### config.mk
export PLATFORM = sky130hd
export DESIGN_NAME = unsorted_min_priority_queue
export DESIGN_NICKNAME = d
export VERILOG_FILES = /design/src/rtl/umpq_pkg.sv /design/src/rtl/umpq_store.sv /design/src/rtl/umpq_scan.sv /design/src/rtl/unsorted_min_priority_queue.sv
export SDC_FILE = /design/constraint.sdc
export NUM_CORES = 1
export LEC_CHECK = 0
export ABC_AREA = 0
export BUFFER_PORTS_ARGS = -buffer_cell sky130_fd_sc_hd__buf_2
export CAP_MARGIN = 15
export CELL_PAD_IN_SITES_DETAIL_PLACEMENT = 1
export CELL_PAD_IN_SITES_GLOBAL_PLACEMENT = 1
export CORE_MARGIN = 2
export CORE_UTILIZATION = 35
export CTS_CLUSTER_DIAMETER = 200
export DETAILED_ROUTE_END_ITERATION = 12
export PLACE_DENSITY_LB_ADDON = 0.1
export SYNTH_ARGS = -nofsm -noshare
export SYNTH_HDL_FRONTEND = slang
export SYNTH_SLANG_ARGS = --single-unit
### constraint.sdc
create_clock -name clk -period 7 [get_ports clk]
set_clock_uncertainty 0.05 [all_clocks]
set_input_delay 1.4 -clock clk [delete_from_list [all_inputs] [get_ports clk]]
set_output_delay 1.4 -clock clk [all_outputs]
set_load 0.005 [all_outputs]
### src/rtl/umpq_pkg.sv
// Shared types and codes for the unsorted minimum priority queue.
// Holds the command and response word layouts; depends on nothing.
`default_nettype none

package umpq_pkg;

    // Operation codes carried in the command word.
    localparam logic OP_PUSH = 1'b0;
    localparam logic OP_POP  = 1'b1;

    // Status codes carried in the response word.
    localparam logic [1:0] ST_OK    = 2'd0;
    localparam logic [1:0] ST_EMPTY = 2'd1;
    localparam logic [1:0] ST_FULL  = 2'd2;

    // Width of the reported entry count.
    localparam int unsigned COUNT_W = 5;

    // One command word.
    typedef struct packed {
        logic               opcode;
        logic signed [31:0] value;
    } cmd_t;

    // One response word.
    typedef struct packed {
        logic signed [31:0] removed_value;
        logic signed [31:0] smallest_value;
        logic               smallest_valid;
        logic [4:0]         entry_count;
        logic [1:0]         status;
    } rsp_t;

endpackage : umpq_pkg

`default_nettype wire

### src/rtl/umpq_store.sv
// Entry storage for the priority queue: one write port, one registered read port.
// Depends on nothing but its parameters.
`default_nettype none

module umpq_store #(
    parameter int unsigned DEPTH = 16,
    parameter int unsigned AW    = 4
) (
    input  wire logic               clk,
    input  wire logic               wr_en,
    input  wire logic [AW-1:0]      wr_addr,
    input  wire logic signed [31:0] wr_data,
    input  wire logic               rd_en,
    input  wire logic [AW-1:0]      rd_addr,
    output logic signed [31:0]      rd_data
);

    logic signed [31:0] mem [DEPTH];

    // Write port.
    always_ff @(posedge clk)
    begin
        if (wr_en)
        begin
            mem[wr_addr] <= wr_data;
        end
    end

    // Registered read port; the data holds while no read is issued.
    always_ff @(posedge clk)
    begin
        if (rd_en)
        begin
            rd_data <= mem[rd_addr];
        end
    end

endmodule : umpq_store

`default_nettype wire

### src/rtl/umpq_scan.sv
// Compare unit that takes the stored entries one per cycle while data_valid is high and keeps
// the smallest value, its position and the next smallest value. No package use.
`default_nettype none

module umpq_scan #(
    parameter int unsigned AW = 4
) (
    input  wire logic               clk,
    input  wire logic               rst_n,
    input  wire logic               data_valid,
    input  wire logic               first,
    input  wire logic signed [31:0] data,
    input  wire logic [AW-1:0]      idx,
    output logic signed [31:0]      best_val,
    output logic [AW-1:0]           best_idx,
    output logic signed [31:0]      second_val,
    output logic                    second_valid
);

    logic signed [31:0] best_val_reg;
    logic signed [31:0] best_val_next;
    logic [AW-1:0]      best_idx_reg;
    logic [AW-1:0]      best_idx_next;
    logic signed [31:0] second_val_reg;
    logic signed [31:0] second_val_next;
    logic               second_valid_reg;
    logic               second_valid_next;
    logic               below_best;
    logic               below_second;

    assign below_best   = data < best_val_reg;
    assign below_second = data < second_val_reg;

    // A strictly smaller value takes first place, so the earliest of equal
    // minima stays in first place and an equal value fills second place.
    always_comb
    begin
        best_val_next     = best_val_reg;
        best_idx_next     = best_idx_reg;
        second_val_next   = second_val_reg;
        second_valid_next = second_valid_reg;
        if (data_valid)
        begin
            if (first)
            begin
                best_val_next     = data;
                best_idx_next     = idx;
                second_valid_next = 1'b0;
            end
            else if (below_best)
            begin
                best_val_next     = data;
                best_idx_next     = idx;
                second_val_next   = best_val_reg;
                second_valid_next = 1'b1;
            end
            else if (!second_valid_reg || below_second)
            begin
                second_val_next   = data;
                second_valid_next = 1'b1;
            end
        end
    end

    // Control flag under reset, values as payload.
    always_ff @(posedge clk or negedge rst_n)
    begin
        if (!rst_n)
        begin
            second_valid_reg <= 1'b0;
        end
        else
        begin
            second_valid_reg <= second_valid_next;
        end
    end

    always_ff @(posedge clk)
    begin
        best_val_reg   <= best_val_next;
        best_idx_reg   <= best_idx_next;
        second_val_reg <= second_val_next;
    end

    assign best_val     = best_val_reg;
    assign best_idx     = best_idx_reg;
    assign second_val   = second_val_reg;
    assign second_valid = second_valid_reg;

endmodule : umpq_scan

`default_nettype wire

### src/rtl/unsorted_min_priority_queue.sv
// Unsorted minimum priority queue of up to DEPTH signed 32-bit entries. On a
// push the value is written at the end of the store and the held minimum is
// updated by one compare. On a pop a single compare unit reads the store through
// its one registered read port, one entry per cycle, finding the smallest entry
// and the next smallest, then the last entry is moved into the freed place. The
// block takes one command word at a time and raises stall until the response
// word has been taken. Pop on an empty queue and push on a full queue leave the
// contents alone and report a status code.
// Depends on umpq_pkg, umpq_store and umpq_scan.
`default_nettype none

module unsorted_min_priority_queue #(
    parameter int unsigned DEPTH = 16
) (
    input  wire logic           clk,
    input  wire logic           rst_n,
    input  wire logic           cmd_valid,
    output logic                cmd_stall,
    input  wire umpq_pkg::cmd_t cmd,
    output logic                rsp_valid,
    input  wire logic           rsp_stall,
    output umpq_pkg::rsp_t      rsp
);

    import umpq_pkg::*;

    localparam int unsigned AW = (DEPTH > 1) ? $clog2(DEPTH) : 1;
    localparam int unsigned CW = $clog2(DEPTH + 1);
    localparam logic [CW-1:0] FULL_COUNT = CW'(DEPTH);

    // Sequencer states.
    localparam logic [1:0] S_IDLE  = 2'd0;
    localparam logic [1:0] S_SCAN  = 2'd1;
    localparam logic [1:0] S_WRITE = 2'd2;
    localparam logic [1:0] S_DONE  = 2'd3;

    logic [1:0]         state_reg;
    logic [1:0]         state_next;
    logic [CW-1:0]      count_reg;
    logic [CW-1:0]      count_next;
    logic signed [31:0] min_reg;
    logic signed [31:0] min_next;
    logic               min_valid_reg;
    logic               min_valid_next;
    logic [AW-1:0]      issue_addr_reg;
    logic [AW-1:0]      issue_addr_next;
    logic               issue_busy_reg;
    logic               issue_busy_next;
    logic               cmp_valid_reg;
    logic               cmp_valid_next;
    logic [AW-1:0]      cmp_idx_reg;
    logic [AW-1:0]      cmp_idx_next;
    rsp_t               rsp_reg;
    rsp_t               rsp_next;
    logic               rsp_valid_reg;
    logic               rsp_valid_next;

    logic               cmd_take;
    logic               rsp_take;
    logic [AW-1:0]      last_idx;
    logic [CW-1:0]      count_less;
    logic               wr_en;
    logic [AW-1:0]      wr_addr;
    logic signed [31:0] wr_data;
    logic               rd_en;
    logic signed [31:0] rd_data;
    logic signed [31:0] best_val;
    logic [AW-1:0]      best_idx;
    logic signed [31:0] second_val;
    logic               second_valid;

    assign cmd_stall  = (state_reg != S_IDLE);
    assign cmd_take   = cmd_valid && !cmd_stall;
    assign rsp_take   = rsp_valid_reg && !rsp_stall;
    assign count_less = count_reg - CW'(1);
    assign last_idx   = count_less[AW-1:0];

    umpq_store #(
        .DEPTH (DEPTH),
        .AW    (AW)
    ) u_store (
        .clk     (clk),
        .wr_en   (wr_en),
        .wr_addr (wr_addr),
        .wr_data (wr_data),
        .rd_en   (rd_en),
        .rd_addr (issue_addr_reg),
        .rd_data (rd_data)
    );

    umpq_scan #(
        .AW (AW)
    ) u_scan (
        .clk          (clk),
        .rst_n        (rst_n),
        .data_valid   (cmp_valid_reg),
        .first        (cmp_idx_reg == '0),
        .data         (rd_data),
        .idx          (cmp_idx_reg),
        .best_val     (best_val),
        .best_idx     (best_idx),
        .second_val   (second_val),
        .second_valid (second_valid)
    );

    // Sequencer: push and the error cases finish at once, a pop walks the store.
    always_comb
    begin
        state_next      = state_reg;
        count_next      = count_reg;
        min_next        = min_reg;
        min_valid_next  = min_valid_reg;
        issue_addr_next = issue_addr_reg;
        issue_busy_next = issue_busy_reg;
        cmp_valid_next  = 1'b0;
        cmp_idx_next    = cmp_idx_reg;
        rsp_next        = rsp_reg;
        rsp_valid_next  = rsp_valid_reg;
        wr_en           = 1'b0;
        wr_addr         = count_reg[AW-1:0];
        wr_data         = cmd.value;
        rd_en           = 1'b0;

        case (state_reg)
            S_IDLE:
            begin
                if (cmd_take)
                begin
                    rsp_next.removed_value = '0;
                    rsp_next.status        = ST_OK;
                    if (cmd.opcode == OP_PUSH)
                    begin
                        if (count_reg == FULL_COUNT)
                        begin
                            rsp_next.status = ST_FULL;
                        end
                        else
                        begin
                            wr_en          = 1'b1;
                            count_next     = count_reg + CW'(1);
                            min_valid_next = 1'b1;
                            if (!min_valid_reg || (cmd.value < min_reg))
                            begin
                                min_next = cmd.value;
                            end
                        end
                        state_next     = S_DONE;
                        rsp_valid_next = 1'b1;
                    end
                    else if (count_reg == '0)
                    begin
                        rsp_next.status = ST_EMPTY;
                        state_next      = S_DONE;
                        rsp_valid_next  = 1'b1;
                    end
                    else
                    begin
                        issue_addr_next = '0;
                        issue_busy_next = 1'b1;
                        state_next      = S_SCAN;
                    end
                end
            end

            S_SCAN:
            begin
                // Read one entry per cycle; compare it in the cycle after.
                if (issue_busy_reg)
                begin
                    rd_en          = 1'b1;
                    cmp_valid_next = 1'b1;
                    cmp_idx_next   = issue_addr_reg;
                    if (issue_addr_reg == last_idx)
                    begin
                        issue_busy_next = 1'b0;
                    end
                    else
                    begin
                        issue_addr_next = issue_addr_reg + AW'(1);
                    end
                end
                if (cmp_valid_reg && (cmp_idx_reg == last_idx))
                begin
                    state_next = S_WRITE;
                end
            end

            S_WRITE:
            begin
                // The read port still holds the last entry: move it into the gap.
                wr_en                  = 1'b1;
                wr_addr                = best_idx;
                wr_data                = rd_data;
                count_next             = count_less;
                min_next               = second_val;
                min_valid_next         = second_valid;
                rsp_next.removed_value = best_val;
                state_next             = S_DONE;
                rsp_valid_next         = 1'b1;
            end

            S_DONE:
            begin
                if (rsp_take)
                begin
                    rsp_valid_next = 1'b0;
                    state_next     = S_IDLE;
                end
            end

            default:
            begin
                state_next = S_IDLE;
            end
        endcase

        // Summary fields follow the state that the operation leaves behind.
        if (rsp_valid_next && !rsp_valid_reg)
        begin
            rsp_next.smallest_valid = min_valid_next;
            rsp_next.smallest_value = min_valid_next ? min_next : 32'sd0;
            rsp_next.entry_count    = COUNT_W'(count_next);
        end
    end

    // Control state.
    always_ff @(posedge clk or negedge rst_n)
    begin
        if (!rst_n)
        begin
            state_reg      <= S_IDLE;
            count_reg      <= '0;
            min_valid_reg  <= 1'b0;
            issue_busy_reg <= 1'b0;
            cmp_valid_reg  <= 1'b0;
            rsp_valid_reg  <= 1'b0;
        end
        else
        begin
            state_reg      <= state_next;
            count_reg      <= count_next;
            min_valid_reg  <= min_valid_next;
            issue_busy_reg <= issue_busy_next;
            cmp_valid_reg  <= cmp_valid_next;
            rsp_valid_reg  <= rsp_valid_next;
        end
    end

    // Payload.
    always_ff @(posedge clk)
    begin
        min_reg        <= min_next;
        issue_addr_reg <= issue_addr_next;
        cmp_idx_reg    <= cmp_idx_next;
        rsp_reg        <= rsp_next;
    end

    assign rsp_valid = rsp_valid_reg;
    assign rsp       = rsp_reg;

    // The held count never passes the store depth.
    assert property (@(posedge clk) disable iff (!rst_n) count_reg <= FULL_COUNT)
        else $error("entry count above depth");

    // The held minimum is known exactly when entries are held.
    assert property (@(posedge clk) disable iff (!rst_n)
        min_valid_reg == (count_reg != '0))
        else $error("minimum flag disagrees with entry count");

    // A response word is only offered in the final state.
    assert property (@(posedge clk) disable iff (!rst_n)
        rsp_valid_reg |-> (state_reg == S_DONE))
        else $error("response offered outside final state");

    // A successful pop lowers the count by exactly one.
    assert property (@(posedge clk) disable iff (!rst_n)
        (state_reg == S_WRITE) |=> (count_reg == $past(count_reg) - CW'(1)))
        else $error("pop did not remove exactly one entry");

endmodule : unsorted_min_priority_queue

`default_nettype wire

Yosys cells after proc, flatten, opt, wreduce, memory -nomap -nowiden. Memory sizes are Yosys's and may differ from the RTL's. A register that Yosys moved wholly into a read port is not among the register bits. Index checks and enable logic that the tools add are counted.

Register bits after elaboration: 192. Latch bits: 0. Memory bits (writable): 512. Bits in read-only memories: 0. Input port bits: 37. Output and inout port bits: 74. Logic and storage cells: 128. Memories: 1.

Memory list: u_store.mem (words 16, bits a word 32, rd ports 1, clocked after Yosys merged registers in 1, write ports 1, RTL line umpq_store.sv:18) `logic signed [31:0] mem [DEPTH];`.

Add/sub/neg operators: 3. Multipliers: 0. Divide/modulo/power cells: 0. Magnitude comparators: 3. Equal/unequal tests: 13. Shifts and indexed selects: 0. Muxes and demuxes: 60. Bitwise gates (word level): 1. Reduce and logical (&&, ||, !) cells: 29.

Operator list (count): $mux W32 (10); $pmux W32 S2 (2); $lt A32 B32 Y1 (3); $mux W4 (8); $mux W1 (23); $mux W5 (3); $mux W2 (7); $ne A2 B2 Y1 const B (7); $pmux W5 S2 (1); $reduce_and A2 Y1 (5); $reduce_bool A2 Y1 (5); $eq A4 B4 Y1 (2); $pmux W2 S4 (1); $pmux W4 S2 (1); $pmux W1 S2 (3); $reduce_and A3 Y1 (2); $reduce_and A6 Y1 (1); $add A5 B1 Y5 const B (1); $eq A5 B5 Y1 const B (1); $logic_not A1 Y1 (5); $logic_not A5 Y1 (1); $sub A5 B1 Y5 const B (1); $add A4 B1 Y4 const B (1); $eq A2 B2 Y1 const B (2); other kinds (9) (13).

Longest topological paths before layout. Gate-level depths: netlist of run 1.

Word-level depth: 7. Depth in mapped cells: 12. Mapped depth without buffers: 9.

Modules after synthesis. From an unflattened synthesis of run 1, not the netlist that was laid out.

Cells, all modules: 1858. Area, all modules: 31515.2 sq um.

Modules (own cells, without submodules): umpq_store (instances 1, cells each 838, area each 20155.6 sq um, seq. area each 16335.7 sq um); unsorted_min_priority_queue (instances 1, cells each 692, area each 7178.1 sq um, seq. area each 3318.2 sq um); umpq_scan (instances 1, cells each 328, area each 4181.5 sq um, seq. area each 2067.0 sq um).

Worst setup path after synthesis of run 1. OpenSTA, ideal clock, no wires.

Kind: input-to-reg. Start: input port cmd[32] in the netlist's numbering. End: register rsp_reg (netlist bit rsp[10]) (enable). Setup time: 0.481 ns. Arrival time: 4.353 ns. Required time: 6.469 ns. Slack: 2.116 ns. Cell stages on the path: 4. Buffers on the path: 0. Path through: o21ai_0 > and2_1 > a21oi_1 > nor3_1.

Cells in the longest elaborated chain, start to end: 4.

Ends and longest elaborated chain: start, declared (RTL line unsorted_min_priority_queue.sv:19) `input wire umpq_pkg::cmd_t cmd,`; $mux W1 (RTL line unsorted_min_priority_queue.sv:131) `if (cmd.opcode == OP_PUSH)`; $mux W1 (RTL line unsorted_min_priority_queue.sv:127) `if (cmd_take)`; $pmux W1 S3 (RTL line unsorted_min_priority_queue.sv:124) `case (state_reg)`; $logic_and A1 B1 Y1 (RTL line unsorted_min_priority_queue.sv:218) `if (rsp_valid_next && !rsp_valid_reg)`; end signal, assigned (RTL line unsorted_min_priority_queue.sv:255) `rsp_reg <= rsp_next;`; end, declared (RTL line unsorted_min_priority_queue.sv:53) `rsp_t rsp_reg;`.

Every way passes these cells. A chain may end at the register's enable or synchronous reset.

Final worst setup path of run 1.
Start: register u_store.rd_data[9] (read register of u_store.mem). End: register u_scan.best_val_reg[5], in the netlist u_scan.best_val[5] (enable).

Cells in the longest elaborated chain, start to end: 3.

Ends and longest elaborated chain: start, declared (RTL line umpq_store.sv:15) `output logic signed [31:0] rd_data`; $lt A32 B32 Y1 (RTL line umpq_scan.sv:31) `assign below_best = data < best_val_reg;`; $reduce_bool A2 Y1 (no line); $reduce_and A2 Y1 (no line); end signal, assigned (RTL line umpq_scan.sv:80) `best_val_reg <= best_val_next;`; end, declared (RTL line umpq_scan.sv:20) `logic signed [31:0] best_val_reg;`.

Every way passes these cells.

==> run_summary.xml, run 1 <==
<?xml version="1.0" encoding="UTF-8"?>
<metrics>
  <group name="worst_setup_path">
    <metric name="critical_path.reg2reg.startpoint" unit="">u_store.rd_data[9]</metric>
    <metric name="crit_path_end" unit="">u_scan.best_val[5]</metric>
    <metric name="ff2ff_path_depth" unit="">9</metric>
    <metric name="regToRegEndpoint" unit="">u_scan.best_val[5]</metric>
    <metric name="cp_data_required_time" unit="ns">7.21</metric>
    <metric name="cp.arrival" unit="ns">4.38</metric>
    <metric name="crit_path_max_fanout" unit="">36</metric>
    <metric name="timing.setup.critical_path_class" unit="">flop to flop</metric>
    <metric name="end_kind" unit="">flop</metric>
    <metric name="worstSetupStartpoint" unit="">u_store.rd_data[9]</metric>
    <metric name="start_kind" unit="">flop</metric>
    <metric name="ff2ff_setup_slack" unit="ns">2.83</metric>
  </group>
  <group name="routing">
    <metric name="detail_route.wl_per_cell" unit="um">27.28</metric>
    <metric name="wl" unit="um">86360</metric>
    <metric name="detail_route.first_pass.iterations" unit="">5</metric>
    <metric name="drt.antenna.violating_nets" unit="">0</metric>
    <metric name="vias_per_cell" unit="">5.418</metric>
    <metric name="detail_route.iter0.violations" unit="">1204</metric>
    <metric name="drc" unit="">0</metric>
    <metric name="total_via_count_after_detailed_routing" unit="">17150</metric>
  </group>
  <group name="pwr">
    <metric name="comb_power_share" unit="">0.355</metric>
    <metric name="switchingPower" unit="mW">6.337</metric>
    <metric name="p_clk_frac" unit="">0.245</metric>
    <metric name="power_internal" unit="mW">11.57</metric>
    <metric name="switching_share" unit="">0.3538</metric>
    <metric name="vdd_ir_drop_max" unit="V">0.0003740</metric>
    <metric name="power.sequential.fraction" unit="">0.400</metric>
    <metric name="total_power" unit="mW">17.91</metric>
    <metric name="power.leakage" unit="nW">12.32</metric>
    <metric name="powerDensity" unit="nW/um2">495.7</metric>
  </group>
  <group name="yosys">
    <metric name="portion_of_the_post_synthesis_area_used_by_sequential_elements" unit="">0.6960</metric>
    <metric name="synth_area" unit="um2">31210</metric>
    <metric name="ys_seq_elements" unit="">736</metric>
    <metric name="synthesis.yosys.warnings" unit="">0</metric>
    <metric name="ffs_w_async_s_r_synth" unit="">0.01630</metric>
    <metric name="synth_edf_count" unit="">692</metric>
    <metric name="synthDistinctLibCells" unit="">62</metric>
    <metric name="synth_cells" unit="">1781</metric>
    <metric name="synth_ff_type" unit="">sky130_fd_sc_hd__edfxtp_1</metric>
    <metric name="post_synthesis_net_count" unit="">1918</metric>
    <metric name="synthesis.area_per_instance" unit="um2">17.52</metric>
  </group>
  <group name="cts">
    <metric name="cts_sinks" unit="">736</metric>
    <metric name="htreeDepth" unit="">3</metric>
    <metric name="cts_buffers" unit="">86</metric>
    <metric name="tritoncts" unit="">done</metric>
    <metric name="ctsLongestPathBuffers" unit="">3</metric>
    <metric name="worst_setup_hold_path_clk_slew" unit="ns">0.06</metric>
    <metric name="clk_root_buffer_cell" unit="">sky130_fd_sc_hd__clkbuf_16</metric>
    <metric name="post_cts.resized_instances" unit="">0</metric>
    <metric name="hold_buffers" unit="">0</metric>
    <metric name="clock_insertion_delay_worst_skew" unit="ns">0.65</metric>
    <metric name="cts_post_setup_buffers_inserted" unit="">0</metric>
  </group>
  <group name="place">
    <metric name="dp_hpwl" unit="um">54710</metric>
    <metric name="port_buffers" unit="">110</metric>
    <metric name="gpl.final_weighted_congestion" unit="">0.7904</metric>
  </group>
  <group name="floorplan">
    <metric name="die_height" unit="um">302.6</metric>
    <metric name="ioPinCount" unit="">111</metric>
    <metric name="floorplan.core_area" unit="um2">88370</metric>
    <metric name="initial_cell_density_of_the_core" unit="">0.3531</metric>
    <metric name="fp-row-count" unit="">109</metric>
    <metric name="dieArea" unit="um2">91560</metric>
    <metric name="die_w" unit="um">302.6</metric>
  </group>
  <group name="final_layout">
    <metric name="syn2layout_area_growth" unit="%">15.79</metric>
    <metric name="layout_cells_sized_above_1" unit="">0.2504</metric>
    <metric name="finalNetCount" unit="">2069</metric>
    <metric name="antenna-diode-count" unit="">0</metric>
    <metric name="largest_register_ffs" unit="">512</metric>
  </group>
  <group name="sta">
    <metric name="tightestPinTransition" unit="ns">1.084</metric>
    <metric name="slew-limit-headroom" unit="">0.2776</metric>
    <metric name="total_negative_slack" unit="ns">0</metric>
    <metric name="rsz0062_at_grt" unit="">no</metric>
    <metric name="period_minus_slack" unit="ns">4.172</metric>
    <metric name="achievable-frequency" unit="GHz">0.2397</metric>
    <metric name="layout_worst_path_cycle_share" unit="">0.5960</metric>
    <metric name="hold_violations" unit="">0</metric>
    <metric name="slew_viol_final" unit="">0</metric>
    <metric name="setup_viol" unit="">0</metric>
  </group>
  <group name="global_route">
    <metric name="grt_pass1_vias" unit="">18330</metric>
    <metric name="gr-usage-all-layers" unit="">0.1906</metric>
    <metric name="grt_remaining_overflow" unit="">0</metric>
    <metric name="maximum_number_of_pins_on_one_net_before_global_route_repair" unit="">133</metric>
    <metric name="grt_first_pass_wirelength" unit="um">127100</metric>
    <metric name="grt_antenna_before_repair" unit="">8</metric>
  </group>
  <group name="status">
    <metric name="outcome" unit="">completed</metric>
  </group>
  <group name="flow_run">
    <metric name="drv_cap" unit="">0</metric>
  </group>
  <group name="hold_path">
    <metric name="min_path_cells" unit="">0</metric>
    <metric name="hold_class" unit="">flop to flop</metric>
  </group>
</metrics>
[layout make-up]
type / instances / area [um2]
Inverter: 117 / 439.2
Clock buffer: 114 / 2330
Timing Repair Buffer: 158 / 934.6
Fill cell: 8589 / 52240
Clock inverter: 43 / 421.7
Sequential cell: 736 / 21720
Multi-Input combinational cell: 833 / 8831
Tap cell: 1165 / 1458
[cells in the mapped netlist (all sizes together), types with 3 or more instances]
cell     instances  area [um2]
mux2            56       630.6
dfxtp           32       640.6
xnor2            5       51.30
a21oi           40       204.0
a2111oi          4       41.29
o21ai           34       170.2
a22oi           32       240.2
or4              8       60.06
a211oi           9       67.56
o221ai           3       26.28
and2             6       37.54
buf             26       141.4
a21o             4       30.03
xor2             8       70.07
o211ai           5       37.54
nor4             3       25.02
dfrtp           12       300.3
inv            116       435.4
edfxtp         692       20780
nand3           41       205.2
nor2            77       289.0
nor3b            5       37.54
nand2b           5       31.28
nor3            11       65.06
clkbuf          69       259.0
nand4           13       81.33
nand2           79       296.5
mux4           160        3603
or4b            24       240.2
o21a             6       45.04
o311ai          64       560.5
a31oi            6       37.54
ha             100        1251
[routing by layer]
metal,vias up,track usage,share of wire
li1,7495,-,-
met4,0,0.04692,0.022
met2,403,0.3019,0.47
met1,9156,0.2736,0.46
met5,-,0,0
met3,100,0.03323,0.047
[critical path: stages, from the launching register on]
cell and delay [ns]:
sky130_fd_sc_hd__edfxtp_1 0.50, sky130_fd_sc_hd__ha_1 0.36, sky130_fd_sc_hd__a21oi_1 0.16, sky130_fd_sc_hd__nor2_1 0.07, sky130_fd_sc_hd__a211oi_1 0.25, sky130_fd_sc_hd__o21ai_0 0.28, sky130_fd_sc_hd__a41oi_1 0.51, sky130_fd_sc_hd__xnor2_4 0.15
sky130_fd_sc_hd__buf_4 0.48, sky130_fd_sc_hd__o21a_2 0.92
[worst min path at each step]
stage / slack, ns / from / to
6_report: 0.46 / cmp_idx_reg[1] / u_scan.best_idx[1]
5_1_grt: 0.49 / min_reg[31] / min_reg[31]
4_1_cts: 0.46 / cmp_idx_reg[1] / u_scan.best_idx[1]
3_5_place_dp: 0.45 / cmp_idx_reg[1] / u_scan.best_idx[1]
3_3_place_gp: 0.44 / min_reg[2] / min_reg[2]
2_1_floorplan: 0.37 / issue_addr_reg[2] / cmp_idx_reg[2]
[stage by stage]
step | area, um2 | hold WS (ns) | setup WS (ns) | instances | utilization
6_report | 36130 | 0.4587 | 2.828 | 3166 | 0.4089
2_1_floorplan | 31210 | 0.3744 | 2.116 | 1781 | -
3_3_place_gp | 33350 | 0.4410 | 2.175 | 3006 | 0.3773
3_5_place_dp | 33370 | 0.4510 | 2.267 | 3008 | 0.3776
5_1_grt | 36130 | 0.4911 | 2.498 | 3166 | 0.4089
4_1_cts | 36120 | 0.4609 | 2.634 | 3165 | 0.4088
[cells by family after synthesis]
| kind of cell | Yosys count | synth area share |
|---|---|---|
| XOR/XNOR | 13 | 0.003889 |
| AO/OA/AOI/OAI | 221 | 0.05064 |
| flip-flops | 736 | 0.6960 |
| AND/OR/NAND/NOR | 281 | 0.04611 |
| adder cells (fa/ha/maj) | 100 | 0.04009 |
| multiplexers | 218 | 0.1363 |
| buffers and inverters | 212 | 0.02690 |
[placed cells by master (no fill, tap or decap), types with 44 or more instances in the layout]
| cell | instances |
|---|---|
| sky130_fd_sc_hd__edfxtp_1 | 692 |
| sky130_fd_sc_hd__mux4_2 | 160 |
| sky130_fd_sc_hd__inv_1 | 116 |
| sky130_fd_sc_hd__buf_2 | 110 |
| sky130_fd_sc_hd__ha_1 | 99 |
| sky130_fd_sc_hd__clkbuf_16 | 88 |
| sky130_fd_sc_hd__nand2_1 | 78 |
| sky130_fd_sc_hd__o311ai_1 | 62 |
| sky130_fd_sc_hd__nor2_1 | 59 |
| sky130_fd_sc_hd__buf_4 | 44 |
[power by group through the flow]
stage | Sequential (mW) | Clock, mW | Combinational [mW]
after floorplan | 6.98 | 0 | 4.15
after global placement | 7.23 | 0 | 6.34
after detailed placement | 7.26 | 0 | 6.47
after CTS | 7.18 | 4.50 | 6.50
after global routing | 7.28 | 4.65 | 7.01
final | 7.17 | 4.38 | 6.36
Note: power is estimated with default switching activity, not from simulation.
==> inputs of run 2 (changes only) <==
Settings changed: ABC_AREA 0 to 1.
Clock period 7 ns to 3.7 ns, I/O delays scaled along.
==> run_summary.xml, run 2 <==
<?xml version="1.0" encoding="UTF-8"?>
<metrics>
  <group name="worst_setup_path">
    <metric name="end_kind" unit="">flop</metric>
    <metric name="crit_path_max_fanout" unit="">32</metric>
    <metric name="start_kind" unit="">flop</metric>
    <metric name="cp.arrival" unit="ns">3.67</metric>
    <metric name="cp_data_required_time" unit="ns">3.95</metric>
    <metric name="timing.setup.critical_path_class" unit="">flop to flop</metric>
  </group>
  <group name="sta">
    <metric name="hold_violations" unit="">0</metric>
    <metric name="tightestPinTransition" unit="ns">1.061</metric>
    <metric name="layout_worst_path_cycle_share" unit="">0.9237</metric>
    <metric name="setup_viol" unit="">0</metric>
    <metric name="hold_slack" unit="ns">0.4184</metric>
    <metric name="period_minus_slack" unit="ns">3.418</metric>
    <metric name="achievable-frequency" unit="GHz">0.2926</metric>
    <metric name="slew_viol_final" unit="">0</metric>
    <metric name="rsz0062_at_grt" unit="">no</metric>
    <metric name="slew-limit-headroom" unit="">0.2878</metric>
  </group>
  <group name="yosys">
    <metric name="ys_seq_elements" unit="">736</metric>
    <metric name="synthesis.area_per_instance" unit="um2">11.92</metric>
    <metric name="largest_cells_by_area_after_synthesis" unit="">sky130_fd_sc_hd__edfxtp_1, sky130_fd_sc_hd__o21ai_0, sky130_fd_sc_hd__nor2_1, sky130_fd_sc_hd__ha_1, sky130_fd_sc_hd__nand2_1</metric>
    <metric name="synth_top_cell_by_area" unit="">sky130_fd_sc_hd__edfxtp_1</metric>
    <metric name="synthesis.yosys.warnings" unit="">0</metric>
    <metric name="synthMostInstantiatedCell" unit="">sky130_fd_sc_hd__edfxtp_1</metric>
    <metric name="synth_edf_count" unit="">692</metric>
    <metric name="portion_of_the_post_synthesis_area_used_by_sequential_elements" unit="">0.6873</metric>
    <metric name="yosysTopAreaCellShare" unit="">0.6576</metric>
    <metric name="synthDistinctLibCells" unit="">41</metric>
    <metric name="synth_cells" unit="">2651</metric>
    <metric name="ffs_w_async_s_r_synth" unit="">0.01630</metric>
    <metric name="post_synthesis_net_count" unit="">2788</metric>
    <metric name="most_numerous_cell_types_in_the_synthesized_netlist" unit="">sky130_fd_sc_hd__edfxtp_1, sky130_fd_sc_hd__o21ai_0, sky130_fd_sc_hd__nor2_1</metric>
    <metric name="synth_area" unit="um2">31600</metric>
    <metric name="synth_ff_type" unit="">sky130_fd_sc_hd__edfxtp_1</metric>
  </group>
  <group name="floorplan">
    <metric name="dieArea" unit="um2">92710</metric>
    <metric name="die_height" unit="um">304.5</metric>
    <metric name="fp-row-count" unit="">110</metric>
    <metric name="initial_cell_density_of_the_core" unit="">0.3522</metric>
    <metric name="die_w" unit="um">304.5</metric>
    <metric name="ioPinCount" unit="">111</metric>
    <metric name="floorplan.core_area" unit="um2">89740</metric>
  </group>
  <group name="final_layout">
    <metric name="layout_cells_sized_above_1" unit="">0.1463</metric>
    <metric name="finalNetCount" unit="">2933</metric>
    <metric name="final-instance-count-excl-fill" unit="">4040</metric>
    <metric name="largest_register_ffs" unit="">512</metric>
    <metric name="mostFrequentLayoutCell" unit="">sky130_fd_sc_hd__edfxtp_1</metric>
    <metric name="layout.cell_area.non_filler" unit="um2">36800</metric>
    <metric name="syn2layout_area_growth" unit="%">16.46</metric>
    <metric name="most-common-layout-cells" unit="">sky130_fd_sc_hd__edfxtp_1, sky130_fd_sc_hd__o21ai_0, sky130_fd_sc_hd__nor2_1</metric>
  </group>
  <group name="pwr">
    <metric name="vdd_ir_drop_max" unit="V">0.0006767</metric>
    <metric name="powerDensity" unit="nW/um2">924.7</metric>
    <metric name="power.leakage" unit="nW">13.47</metric>
  </group>
  <group name="routing">
    <metric name="detail_route.wl_per_cell" unit="um">24.52</metric>
    <metric name="total_via_count_after_detailed_routing" unit="">21360</metric>
    <metric name="vias_per_cell" unit="">5.287</metric>
    <metric name="drt.antenna.violating_nets" unit="">0</metric>
    <metric name="detail_route.first_pass.iterations" unit="">7</metric>
    <metric name="drc" unit="">0</metric>
    <metric name="wl" unit="um">99060</metric>
    <metric name="detail_route.iter0.violations" unit="">1475</metric>
  </group>
  <group name="global_route">
    <metric name="maximum_number_of_pins_on_one_net_before_global_route_repair" unit="">126</metric>
    <metric name="grt_remaining_overflow" unit="">0</metric>
    <metric name="grt_pass1_vias" unit="">22480</metric>
    <metric name="grt_first_pass_wirelength" unit="um">147500</metric>
    <metric name="grt_antenna_before_repair" unit="">2</metric>
    <metric name="gr-usage-all-layers" unit="">0.2127</metric>
  </group>
  <group name="cts">
    <metric name="ctsLongestPathBuffers" unit="">3</metric>
    <metric name="worst_setup_hold_path_clk_slew" unit="ns">0.06</metric>
    <metric name="tritoncts" unit="">done</metric>
    <metric name="clk_root_buffer_cell" unit="">sky130_fd_sc_hd__clkbuf_16</metric>
    <metric name="clock_insertion_delay_worst_skew" unit="ns">0.62</metric>
    <metric name="cts_sinks" unit="">736</metric>
    <metric name="htreeDepth" unit="">3</metric>
    <metric name="cts_post_setup_buffers_inserted" unit="">0</metric>
    <metric name="cts_buffers" unit="">84</metric>
  </group>
  <group name="place">
    <metric name="dp.cells" unit="">3882</metric>
    <metric name="gpl.final_weighted_congestion" unit="">0.7971</metric>
    <metric name="dp_hpwl" unit="um">58900</metric>
    <metric name="port_buffers" unit="">110</metric>
    <metric name="dpl_cell_area" unit="um2">34140</metric>
  </group>
  <group name="flow_run">
    <metric name="drv_cap" unit="">0</metric>
  </group>
  <group name="status">
    <metric name="outcome" unit="">completed</metric>
  </group>
  <group name="hold_path">
    <metric name="hold_class" unit="">input pin to flop</metric>
  </group>
</metrics>
==> run 2: critical path, cell delays in order, from the launching register on <==
cell and delay, ns:
sky130_fd_sc_hd__edfxtp_1 0.51, sky130_fd_sc_hd__ha_1 0.50, sky130_fd_sc_hd__nand4_1 0.17, sky130_fd_sc_hd__nor4_1 0.76
sky130_fd_sc_hd__a21oi_1 0.38, sky130_fd_sc_hd__nand3b_1 0.18, sky130_fd_sc_hd__nand2_1 0.07, sky130_fd_sc_hd__nand3_1 0.06
sky130_fd_sc_hd__nand2_1 0.07, sky130_fd_sc_hd__inv_1 0.10, sky130_fd_sc_hd__buf_12 0.23
==> run 2: final cells by class <==
type / instances / area [um2]
Timing Repair Buffer: 207 / 1598
Fill cell: 9445 / 52930
Inverter: 206 / 778.2
Multi-Input combinational cell: 1561 / 8628
Sequential cell: 736 / 21720
Clock buffer: 101 / 2218
Tap cell: 1176 / 1471
Antenna cell: 1 / 2.502
Clock inverter: 52 / 385.4
==> run 2: repair_timing <==
item	in CTS	in global routing
hold buffers	1	0
endpoints found under the hold margin	12	0
gates resized for setup	0	0
==> run 2: metrics by stage <==
step                worst slack, ns    util  total power, mW  TNS (ns)
floorplan                   -0.3910       -            20.75    -49.66
global placement             0.1414  0.3803            25.88         0
detailed placement          0.08577  0.3804            26.36         0
CTS                         0.07691  0.4096            34.41         0
global route                0.08740  0.4101            36.26         0
finish                       0.2822  0.4101            34.03         0
==> run 2: cell families (layout without fill, tap and decap cells) <==
logic type                 count (synthesis)  count (layout)  synth area share
xor gates and xnor gates                  11              11          0.003049
buffers and inverters                    354             566           0.04478
and+or+nand+nor                          743             743           0.09882
adders and majority gates                100             100           0.03959
other                                      0               1                 0
DFF                                      736             736            0.6873
AOI/OAI and AO/OA                        707             707            0.1264
==> run 2: routing by layer <==
| metal | part of all wire | up-vias | wire (um) | GRT usage |
|---|---|---|---|---|
| met5 | 0 | - | 0 | 0 |
| met4 | 0.024 | 0 | 2387 | 0.06171 |
| met3 | 0.041 | 143 | 4110 | 0.02740 |
| met2 | 0.47 | 465 | 47030 | 0.3546 |
| met1 | 0.46 | 10920 | 45540 | 0.2910 |
| li1 | - | 9829 | - | - |
==> run 2: final timing paths <==
| check | start | to | slack (ns) | cells past startpoint |
|---|---|---|---|---|
| worst min-delay path | rsp_stall | rsp_valid | 0.42 | 5 |
| worst max register to register | u_store.rd_data[31] | u_scan.second_val[24] | 0.28 | 10 |
| worst min register to register | u_store.rd_data[0] | u_scan.best_val[0] | 0.46 | 0 |
| worst max-delay path | u_store.rd_data[31] | u_scan.second_val[24] | 0.28 | 10 |
| max in group asynchronous | rst_n | min_valid_reg | 2.81 | 2 |
| min in group asynchronous | rst_n | issue_busy_reg | 0.52 | 2 |
==> run 2: report_power, final <==
| group | leakage, nW | switching (mW) | internal [mW] |
|---|---|---|---|
| registers | 6.73 | 0.915 | 12.1 |
| clock network | 1.27 | 3.40 | 4.56 |
| logic | 5.47 | 9.18 | 3.88 |
| total | 13.5 | 13.5 | 20.5 |
